File: src/rtl/bss_pkg.sv
// ----------------------------------------------------------------------------
// bss_pkg
// shared types and constants of the byte substring search block
// ----------------------------------------------------------------------------
`timescale 1ns / 1ps
`default_nettype none

package bss_pkg;

    localparam int NEEDLE_MAX = 16;
    localparam int NLEN_W     = $clog2(NEEDLE_MAX + 1);
    localparam int HAY_CNT_W  = 25;
    localparam int OFFSET_W   = 24;
    localparam int OPCODE_W   = 2;
    localparam int BYTE_W     = 8;

    typedef enum logic [OPCODE_W-1:0] {
        OP_CLEAR  = 2'd0,
        OP_NEEDLE = 2'd1,
        OP_HAY    = 2'd2,
        OP_END    = 2'd3
    } opcode_t;

endpackage

`default_nettype wire

File: src/rtl/byte_substring_search.sv
// ----------------------------------------------------------------------------
// byte_substring_search
// streaming first-occurrence search of a short needle in a byte haystack
// ----------------------------------------------------------------------------
// Takes one input word per cycle with no bubbles, apart from the stall below:
// words land in an input register and are processed from there by a parallel
// compare of the needle against the newest haystack bytes, and a result leaves
// through the output register once its end-of-haystack word has passed the
// input register. The sustained rate is one word per clock; input stalls
// only while an end-of-haystack word waits behind an
// unaccepted result. s_tuser carries the opcode (clear, needle byte, haystack
// byte, end), s_tdata the byte. m_tuser is the found flag and m_tdata the
// offset of the first match (zero when not found). An empty needle matches at
// offset 0, needle bytes past the needle capacity and haystack bytes past the
// haystack limit are dropped, and loading a needle byte restarts the search.
`timescale 1ns / 1ps
`default_nettype none

module byte_substring_search (
    input  wire logic                         clk,
    input  wire logic                         rst_n,
    input  wire logic                         s_tvalid,
    output logic                              s_tready,
    input  wire logic [bss_pkg::BYTE_W-1:0]   s_tdata,   // [7:0] data_byte
    input  wire logic [bss_pkg::OPCODE_W-1:0] s_tuser,   // [1:0] opcode
    output logic                              m_tvalid,
    input  wire logic                         m_tready,
    output logic [bss_pkg::OFFSET_W-1:0]      m_tdata,   // [23:0] match_offset
    output logic                              m_tuser    // [0] found
);

    import bss_pkg::*;

    // input register
    logic                   in_valid_reg;
    opcode_t                in_op_reg;
    logic [BYTE_W-1:0]      in_byte_reg;

    // search state
    logic [BYTE_W-1:0]      needle_reg [NEEDLE_MAX];   // newest needle byte at 0
    logic [BYTE_W-1:0]      window_reg [NEEDLE_MAX];   // newest haystack byte at 0
    logic [NLEN_W-1:0]      needle_len_reg;
    logic [HAY_CNT_W-1:0]   hay_cnt_reg;
    logic                   match_seen_reg;
    logic [OFFSET_W-1:0]    first_match_reg;

    // result register
    logic                   out_valid_reg;
    logic                   out_found_reg;
    logic [OFFSET_W-1:0]    out_offset_reg;

    logic                   advance;
    logic                   hay_take;
    logic                   needle_take;
    logic [BYTE_W-1:0]      window_next [NEEDLE_MAX];
    logic [HAY_CNT_W-1:0]   hay_cnt_next;
    logic [HAY_CNT_W-1:0]   len_ext;
    logic                   window_hit;
    logic                   new_match;
    logic [HAY_CNT_W-1:0]   start_pos;

    // the end word is the only one that needs room in the result register
    assign advance = in_valid_reg &&
                     ((in_op_reg != OP_END) || !out_valid_reg || m_tready);
    assign s_tready = !in_valid_reg || advance;

    assign hay_take    = advance && (in_op_reg == OP_HAY) && !hay_cnt_reg[HAY_CNT_W-1];
    assign needle_take = advance && (in_op_reg == OP_NEEDLE) &&
                         (needle_len_reg < NLEN_W'(NEEDLE_MAX));

    always_comb
    begin
        window_next[0] = in_byte_reg;
        for (int i = 1; i < NEEDLE_MAX; i++)
        begin
            window_next[i] = window_reg[i-1];
        end
    end

    // needle is kept reversed, so needle position j lines up with window slot j
    always_comb
    begin
        window_hit = 1'b1;
        for (int j = 0; j < NEEDLE_MAX; j++)
        begin
            if ((NLEN_W'(j) < needle_len_reg) && (needle_reg[j] != window_next[j]))
            begin
                window_hit = 1'b0;
            end
        end
    end

    assign hay_cnt_next = hay_cnt_reg + HAY_CNT_W'(1);
    assign len_ext      = HAY_CNT_W'(needle_len_reg);
    assign start_pos    = hay_cnt_next - len_ext;
    assign new_match    = hay_take && !match_seen_reg && (needle_len_reg != '0) &&
                          (hay_cnt_next >= len_ext) && window_hit;

    // control state
    always_ff @(posedge clk or negedge rst_n)
    begin
        if (!rst_n)
        begin
            in_valid_reg   <= 1'b0;
            needle_len_reg <= '0;
            hay_cnt_reg    <= '0;
            match_seen_reg <= 1'b0;
            out_valid_reg  <= 1'b0;
        end
        else
        begin
            if (s_tready)
            begin
                in_valid_reg <= s_tvalid;
            end

            if (advance && (in_op_reg == OP_END))
            begin
                out_valid_reg <= 1'b1;
            end
            else if (m_tready)
            begin
                out_valid_reg <= 1'b0;
            end

            if (advance)
            begin
                case (in_op_reg)
                    OP_CLEAR:
                    begin
                        needle_len_reg <= '0;
                        hay_cnt_reg    <= '0;
                        match_seen_reg <= 1'b0;
                    end
                    OP_NEEDLE:
                    begin
                        if (needle_take)
                        begin
                            needle_len_reg <= needle_len_reg + NLEN_W'(1);
                        end
                        hay_cnt_reg    <= '0;
                        match_seen_reg <= 1'b0;
                    end
                    OP_HAY:
                    begin
                        if (hay_take)
                        begin
                            hay_cnt_reg <= hay_cnt_next;
                        end
                        if (new_match)
                        begin
                            match_seen_reg <= 1'b1;
                        end
                    end
                    OP_END:
                    begin
                        hay_cnt_reg    <= '0;
                        match_seen_reg <= 1'b0;
                    end
                    default:
                    begin
                        needle_len_reg <= needle_len_reg;
                    end
                endcase
            end
        end
    end

    // payload registers
    always_ff @(posedge clk)
    begin
        if (s_tready && s_tvalid)
        begin
            in_op_reg   <= opcode_t'(s_tuser);
            in_byte_reg <= s_tdata;
        end

        if (needle_take)
        begin
            needle_reg[0] <= in_byte_reg;
            for (int i = 1; i < NEEDLE_MAX; i++)
            begin
                needle_reg[i] <= needle_reg[i-1];
            end
        end

        if (hay_take)
        begin
            for (int i = 0; i < NEEDLE_MAX; i++)
            begin
                window_reg[i] <= window_next[i];
            end
        end

        if (new_match)
        begin
            first_match_reg <= start_pos[OFFSET_W-1:0];
        end

        if (advance && (in_op_reg == OP_END))
        begin
            out_found_reg  <= (needle_len_reg == '0) || match_seen_reg;
            out_offset_reg <= ((needle_len_reg != '0) && match_seen_reg) ?
                              first_match_reg : '0;
        end
    end

    assign m_tvalid = out_valid_reg;
    assign m_tdata  = out_offset_reg;
    assign m_tuser  = out_found_reg;

endmodule

`default_nettype wire

File: config.mk
export PLATFORM = sky130hd
export DESIGN_NAME = byte_substring_search
export DESIGN_NICKNAME = d
export VERILOG_FILES = /design/src/rtl/bss_pkg.sv /design/src/rtl/byte_substring_search.sv
export SDC_FILE = /design/constraint.sdc
export NUM_CORES = 1
export LEC_CHECK = 0
export CAP_MARGIN = 20
export CORE_ASPECT_RATIO = 1.5
export CORE_UTILIZATION = 68
export CTS_BUF_LIST = sky130_fd_sc_hd__clkbuf_8 sky130_fd_sc_hd__clkbuf_16
export CTS_CLUSTER_SIZE = 14
export DETAILED_ROUTE_END_ITERATION = 12
export DONT_BUFFER_PORTS = 1
export HOLD_SLACK_MARGIN = 0.03
export PLACE_DENSITY = 0.84
export SETUP_SLACK_MARGIN = 0.5
export SLEW_MARGIN = 20
export SYNTH_ARGS = -nofsm -noshare
export SYNTH_HDL_FRONTEND = slang
export SYNTH_SLANG_ARGS = --single-unit
export TNS_END_PERCENT = 5
File: constraint.sdc
create_clock -name clk -period 10.8 [get_ports clk]
set_input_delay 2.16 -clock clk [delete_from_list [all_inputs] [get_ports clk]]
set_output_delay 2.16 -clock clk [all_outputs]
set_load 0.03 [all_outputs]
==> metrics.txt, run 1 <==
clock sinks=340; startpoint types=input pin; largest net degree at the start of global routing=81; post-synth cell types=slightly above 70; # setup viols final=0; die width=118.6 um; Post-route DRC=0; area growth from synthesis to layout=7.844%; DR pass1 iterations=7; CTS Buffer Depth=3; # IOs=41; Design Area, Final=14950 um2; worst reg2reg path depth=12; GRT Total Usage=0.2496; Via-to-Cell Ratio=between 6 and 7; crit path kind=in -> out; syn avg cell area=15.52 um2; total of max-cap violations=0; Post-synth top flop=edfxtp_1; Pleak=slightly above 5 nW; Hold Path Stages=0; syn_nets=approximately 900; flops & latches, synth=340; clock root buffer=clkbuf_16; EDFF count, synth=307; H-tree levels=1; post_cts resized=0; slowest stage cell on the critical path=nor2_1; Slew Limit Fails=0; Slew @ Worst Pin=1.032 ns; WL final=about 25 mm; CP required=8.64 ns; WL per Instance=21.29 um; RSZ-0062 raised after global routing=no; max reg flops=approximately 130; global route overflow=0; arrival time worst endpoint=around 2.7 ns; min setup slack post-route=5.928 ns; gpl congestion=0.9250; first-pass GRT wire length=39.85 mm; Core Footprint=19860 um2; number of port buffers=0; HP Class=reg -> reg; postcts setup bufs=0; Final Cycle Share=0.4511; share of cells above drive strength 1=0.07407; initial antenna violation count=0; Worst-path clk slew=0.07 ns; CP cell instances=nand2b_1 -> nor2_1 -> inv_1; status=finished, final reports clean; full die area=20970 um2; crit-path max cell delay=0.20 ns; sequential area share after synthesis=0.7247; asr flop ratio synth=0.09706; Std-Cell Rows=63; post-route setup TNS=0 ns; CP Buf/Inv Count=1; Worst Setup End Kind=output pin; vias=7395; vias in the first global route=7652; Die Y=176.9 um; min cycle time layout=4.872 ns; HPWL after DPL=16.47 mm; DR iter-0 viols=759; post-placement cell area=14130 um2; Synth Instances=893; worst-path fanout max=4; TritonCTS clock tree=yes; Ant. Diodes=0; fmax=~200 MHz; Worst-Skew Late Latency=0.57 ns; Final ANT Viol Nets=0; worst slack, placed=5.928 ns; Worst Skew=0.03509 ns; Cell Area, Synth=13860 um2; Synth warnings=0; total CTS buffers=29; worst IR drop on VDD=between 0.1 and 0.15 mV; Hold Vio Cnt, Final=0; Crit path max-delay family=simple AND/OR/NAND/NOR gates; nets=927; hold_buf cts=0; power density over the cells=175.4 nW/um2; Max-slew headroom=0.3123; Worst path depth=3; Starting Density=0.6978
[cell usage in the layout (no fill, tap or decap), types with 3 or more instances in the layout]
cell | Yosys | final
xor2_1 | 93 | 93
nand4_1 | 30 | 30
or4_1 | 3 | 3
nor2b_1 | 5 | 5
o22ai_1 | 3 | 3
nand2_1 | 48 | 48
a21oi_1 | 11 | 11
dfrtp_1 | 33 | 33
ha_1 | 8 | 8
a22o_1 | 5 | 5
nand3_1 | 11 | 11
nor4_2 | 3 | 4
nor3_1 | 9 | 9
or2_2 | 4 | 4
a21o_1 | 6 | 6
and3_1 | 5 | 5
nor2_1 | 41 | 39
o21a_1 | 3 | 3
nor4_4 | 3 | 3
o41ai_1 | 4 | 4
nor4_1 | 24 | 23
or3_1 | 5 | 5
and2_1 | 26 | 26
clkbuf_16 | 0 | 29
o21ai_0 | 35 | 35
xnor2_1 | 73 | 73
buf_4 | 0 | 5
edfxtp_1 | 307 | 307
o31ai_1 | 4 | 4
a31oi_1 | 5 | 5
inv_1 | 15 | 27
[metal layers]
metal  up-vias  GRT usage  part of all wire
li1       3335          -                 -
met1      3715     0.2895              0.36
met2       285     0.4730              0.55
met5         -          0                 0
met4         0    0.09441             0.033
met3        60    0.02738             0.050
[cells in the mapped netlist, drive strengths merged (4+ instances only)]
master,count,area [um2]
nand2,50,192.7
or4,4,33.78
dfrtp,33,825.8
nor2,41,153.9
nor2b,5,31.28
o31ai,5,42.54
inv,16,60.05
edfxtp,307,9219
or2,6,37.54
and2,26,162.7
a22o,5,43.79
clkbuf,16,62.56
nand3,13,75.07
xor2,93,814.5
nand4,32,221.5
and3,6,38.79
nor4,30,251.5
nor3,11,65.06
ha,8,100.1
a21o,6,45.04
or3,5,31.28
xnor2,74,666.9
o21ai,37,188.9
a31oi,5,31.28
a21oi,11,55.05
o41ai,4,35.03
buf,9,50.04
[stage by stage]
| stage | std cells | power, mW | hold WS (ns) | util |
|---|---|---|---|---|
| 2_1_floorplan | 893 | 1.672 | 0.4473 | - |
| 3_3_place_gp | 1133 | 1.709 | 0.4490 | 0.7113 |
| 3_5_place_dp | 1133 | 1.721 | 0.4549 | 0.7113 |
| 4_1_cts | 1178 | 2.633 | 0.4678 | 0.7523 |
| 5_1_grt | 1178 | 2.697 | 0.4734 | 0.7525 |
| 6_report | 1178 | 2.622 | 0.4600 | 0.7525 |
[final timing paths]
check                             startpoint  slack, ns            endpoint
max                                 m_tready       5.93            s_tready
min                        needle_reg[1][49]       0.46   needle_reg[1][57]
max reg2reg                   hay_cnt_reg[0]       6.92  first_match_reg[4]
min reg2reg                needle_reg[1][49]       0.46   needle_reg[1][57]
max in group asynchronous              rst_n       9.43     hay_cnt_reg[13]
min in group asynchronous              rst_n       1.27      hay_cnt_reg[8]
[final cells by class]
cell class | instances | area (um2)
Timing Repair Buffer | 5 | 37.54
Fill cell | 1166 | 4916
Multi-Input combinational cell | 512 | 3665
Inverter | 16 | 62.56
Tap cell | 260 | 325.3
Clock buffer | 29 | 725.7
Sequential cell | 340 | 10040
Clock inverter | 16 | 87.58
[power by group]
group	switching (mW)	internal [mW]	total (mW)
sequential	0.0355	1.49	1.52
clock	0.439	0.484	0.923
combinational	0.109	0.0686	0.177
[cells by family (layout without fill, tap and decap cells)]
family | Yosys count | after routing | share of synthesized area
XOR/XNOR | 167 | 167 | 0.1069
adder cells (fa/ha/maj) | 9 | 9 | 0.008666
flip-flops | 340 | 340 | 0.7247
AND/OR/NAND/NOR | 239 | 239 | 0.1007
multiplexers | 3 | 3 | 0.002257
AO/OA/AOI/OAI | 94 | 94 | 0.04441
buffers and inverters | 41 | 66 | 0.01246
Power figures use the tool's default switching activity.
==> run 2: changes to the inputs <==
CORE_UTILIZATION = 57   (was 68)
PLACE_DENSITY = 0.75   (was 0.84)
clock period = 4.4 ns   (was 10.8 ns; I/O delays follow)
==> run 2 against run 1 <==
  * Utilization fell by 11 points
  * Via count fell by 3.6%
  * Setup slack got worse by 5.0 ns
  * Wire length shrank 5.7%
  * Critical path type is now reg -> reg
==> metrics.txt, run 2 (synthesis results as in run 1) <==
GRT Total Usage=0.2001; Final ANT Viol Nets=0; first-pass GRT wire length=37.52 mm; clock sinks=between 300 and 400; Std-Cell Rows=69; Max-slew headroom=0.3336; post-route setup TNS=0 ns; HPWL after DPL=15.98 mm; max reg flops=~130; Hold Slack=0.1477 ns; clock root buffer=clkbuf_16; area growth from synthesis to layout=10.02%; most frequent cells in the layout=edfxtp_1, xor2_1, xnor2_1; worst IR drop on VDD=0.4640 mV; post-placement cell area=14270 um2; Core Footprint=23740 um2; min cycle time layout=between 3 and 4 ns; arrival time worst endpoint=3.81 ns; DR pass1 iterations=4; total CTS buffers=30; largest net degree at the start of global routing=132; power density over the cells=438.3 nW/um2; status=finished, final reports clean; Via-to-Cell Ratio=5.715; Die Y=193.0 um; WL per Instance=18.97 um; fmax=between 200 and 300 MHz; worst-path fanout max=24; gpl congestion=0.8151; Post-route DRC=0; Slew @ Worst Pin=0.9996 ns; Final Cycle Share=0.8002; H-tree levels=1; critical path launch point=hay_cnt_reg[0]; Slew Limit Fails=0; dpl cells=1194; HP Class=in -> async; Pleak=roughly 5.2 nW; CTS Buffer Depth=3; vias=7126; TritonCTS clock tree=yes; global route overflow=0; most common cell after layout, fill and taps aside=edfxtp_1; worst reg2reg path startpoint=hay_cnt_reg[0]; DR iter-0 viols=459; post-layout util=0.6423; number of port buffers=0; Worst-path clk slew=0.06 ns; # setup viols final=0; Starting Density=0.5838; RSZ-0062 raised after global routing=no; Worst-Skew Late Latency=roughly 0.56 ns; Worst Skew=about 0.012 ns; crit path kind=reg -> reg; total of max-cap violations=0; share of cells above drive strength 1=0.08513; die width=129.3 um; Worst Setup End Kind=register; startpoint types=register; vias in the first global route=7295; non-filler cells, final=between 1000 and 1500; Hold Vio Cnt, Final=0; nets=just over 900; initial antenna violation count=0; full die area=between 20000 and 25000 um2; Design Area, Final=15250 um2; Fill cells=between 1500 and 2000; # IOs=around 40; CP required=4.69 ns; Ant. Diodes=0; WL final=23.66 mm
## run 2: metal layers
| layer | vias to the layer above | GRT usage | share of wire |
|---|---|---|---|
| met3 | 50 | 0.02621 | 0.038 |
| met1 | 3563 | 0.2245 | 0.37 |
| met4 | 0 | 0.07692 | 0.031 |
| met2 | 154 | 0.3811 | 0.56 |
| li1 | 3359 | - | - |
| met5 | - | 0 | 0 |
## run 2: per-stage QoR
step	total power, mW	worst slack [ns]
floorplan	4.101	0.3676
global placement	4.203	0.7805
detailed placement	4.222	0.6385
CTS	6.739	0.6058
global route	6.902	0.5764
finish	6.684	0.8791
## run 2: cell type report
cell class / count / area [um2] / share of cell area
clock buffers: 32 / 778.2 / 0.05103
clock inverters: 19 / 171.4 / 0.01124
inverters: 16 / 62.56 / 0.004102
multi-input cells: 512 / 3676 / 0.2411
flip-flops and latches: 340 / 10040 / 0.6587
well taps: 319 / 399.1 / 0.02617
repair buffers: 9 / 117.6 / 0.007713
## run 2: timing repair
| action | 4_1_cts | 5_1_grt |
|---|---|---|
| buffers inserted | 0 | 1 |
| endpoints found under the setup margin | 0 | 24 |
| hold endpoints to repair | 33 | 0 |
| hold buffers | 1 | 0 |
| resized for setup | 0 | 1 |
## run 2: report_power, final
part           switching, mW  internal [mW]
sequential            0.0841           3.65
combinational          0.256          0.181
clock                   1.08           1.44
total                   1.42           5.27
## run 2: worst paths after layout
check	cells past startpoint	end	slack, ns
worst max-delay path	12	first_match_reg[15]	0.88
worst min-delay path	1	hay_cnt_reg[10]	0.15
worst max register to register	12	first_match_reg[15]	0.88
worst min register to register	0	window_reg[0][12]	0.47
max in group asynchronous	1	hay_cnt_reg[15]	4.05
min in group clk	0	in_byte_reg[4]	0.41
## run 2: critical path: stages (launching register included)
cell and delay [ns]:
dfrtp_1 0.46, ha_2 0.33, nand3_1 0.12, xnor2_1 0.20, ha_1 0.31, and3_1 0.22, o21ai_0 0.10, nand4_1 0.29
nor4b_4 0.36, o211ai_1 0.16, nor4_2 0.35, nor4_4 0.09, buf_4 0.25
==> run 3: changes to the inputs <==
CORE_UTILIZATION = 63   (was 57)
PLACE_DENSITY = 0.79   (was 0.75)
clock period = 3.25 ns   (was 4.4 ns; I/O delays follow)
==> run 3 against run 2 <==
  * Setup slack got worse by 0.65 ns
  * Cell area increased by 1.8%
  * Via count increased by 3.0%
  * Cell count decreased by 1.3%
  * First-iteration DRC count increased by 44%
  * Sequential cell count unchanged
  * Non-clock buffer count increased by 32
  * Wire length increased by 3.1%
  * Maximum frequency increased by 16%
  * Clock power increased by 35%
  * Sequential power increased by 35%
  * Critical path depth unchanged
  * Largest cell class unchanged
==> metrics.txt, run 3 (synthesis results as in run 1) <==
worst-path fanout max=24; slowest stage cell on the critical path=dfrtp_1; HPWL after DPL=16.40 mm; FF-to-FF setup slack=0.23 ns; WL per Instance=19.81 um; crit-path max cell delay=0.38 ns; min cycle time layout=3.024 ns; Starting Density=0.6406; Hold Slack=0.1671 ns; full die area=22610 um2; fmax=~330 MHz; nets=roughly 960; CP cell instances=buf_4 -> nand3_1 -> xnor2_2 -> ha_1 -> and3_1 -> and3_1 -> and3_1 -> nand4bb_1 -> o211ai_1 -> nor4_4 -> nor4_4 -> buf_12; DR iter-0 viols=662; TritonCTS clock tree=yes; Worst-Skew Late Latency=0.58 ns; Worst Skew=0.02569 ns; max reg flops=between 100 and 150; CP Buf/Inv Count=2; Fill cells=~1400; CP dominant cell by count=and3_1; most frequent cells in the layout=edfxtp_1, xor2_1, xnor2_1; vias in the first global route=approximately 7500; gpl congestion=0.8620; post-layout util=0.7172; # setup viols final=0; Hold Vio Cnt, Final=0; RSZ-0062 raised after global routing=yes; Worst-path clk slew=0.06 ns; total of max-cap violations=0; CP required=3.51 ns; Ant. Diodes=0; Design Area, Final=roughly 16000 um2; Multi-input gate area=roughly 3700 um2; DR pass1 iterations=7; Tot Pwr=9.122 mW; Core Footprint=21640 um2; Crit path max-delay family=simple AND/OR/NAND/NOR gates; worst IR drop on VDD=roughly 0.49 mV; Pleak=5.363 nW; initial antenna violation count=0; largest net degree at the start of global routing=52; vias=7338; crit path kind=reg -> reg; Worst Setup End Kind=register; die width=around 120 um; clock sinks=340; Slew Limit Fails=0; total CTS buffers=30; Std-Cell Rows=66; H-tree levels=1; post-placement cell area=about 14000 um2; startpoint types=register; register area=between 10000 and 15000 um2; Final Cycle Share=0.9304; number of port buffers=0; clock root buffer=clkbuf_16; Max-slew headroom=0.4109; HP Class=in -> reg; power density over the cells=587.9 nW/um2; status=finished, final reports clean; Post-route DRC=0; Slew @ Worst Pin=0.8815 ns; CTS Buffer Depth=3; area growth from synthesis to layout=11.95%; most common cell after layout, fill and taps aside=edfxtp_1; WL final=24.39 mm; first-pass GRT wire length=38.58 mm; Final ANT Viol Nets=0; global route overflow=0; arrival time worst endpoint=3.28 ns; Via-to-Cell Ratio=5.961; # IOs=41; Die Y=between 150 and 200 um; share of cells above drive strength 1=0.1262; GRT Total Usage=0.2269
run 3: changes by cell type in the layout (fill, tap and decap cells not counted), sizes merged:
cell	delta
buf	+31
clkbuf	-1
clkinv	+6
clkinvlp	-1
dlygate4sd3	+1
inv	-5
run 3: area by class of cell:
| type | count | area share |
|---|---|---|
| sequential | 340 | 0.6474 |
| multi-input combinational | 512 | 0.2400 |
| clock buffer | 31 | 0.04927 |
| timing repair buffer | 41 | 0.02564 |
| tap | 272 | 0.02193 |
| clock inverter | 19 | 0.01177 |
| inverter | 16 | 0.004032 |
run 3: what timing repair did:
item	in CTS	in global routing
pin swaps	8	7
hold buffers	2	0
endpoints found under the hold margin	33	0
setup endpoints to repair	37	38
gates resized for setup	5	5
setup buffers	6	0
run 3: final timing paths:
check | start | endpoint | cells past startpoint
setup reg to reg | hay_cnt_reg[0] | first_match_reg[5] | 12
hold reg to reg | needle_reg[0][34] | needle_reg[0][42] | 0
hold / removal | s_tdata[0] | in_byte_reg[0] | 0
min in group asynchronous | rst_n | needle_len_reg[3] | 2
setup / recovery | hay_cnt_reg[0] | first_match_reg[5] | 12
max in group asynchronous | rst_n | hay_cnt_reg[8] | 2
run 3: per-layer routing:
metal  GRT usage  wire [um]
met1      0.2751       9146
met2      0.4031      13030
met3     0.03598       1360
met4     0.08723        848
met5           0          0
run 3: per-stage QoR:
| step | TNS, ns | setup WS, ns | std cells |
|---|---|---|---|
| floorplan | -1.696 | -0.07068 | 893 |
| global placement | 0 | 0.1368 | 1173 |
| detailed placement | 0 | 0.1079 | 1173 |
| CTS | 0 | 0.1895 | 1231 |
| global route | 0 | 0.08672 | 1231 |
| finish | 0 | 0.2263 | 1231 |
run 3: report_power, final:
part / total, mW / switching (mW) / internal [mW]
logic: 0.686 / 0.395 / 0.291
clock network: 3.40 / 1.48 / 1.93
registers: 5.03 / 0.0940 / 4.94
total: 9.12 / 1.97 / 7.16
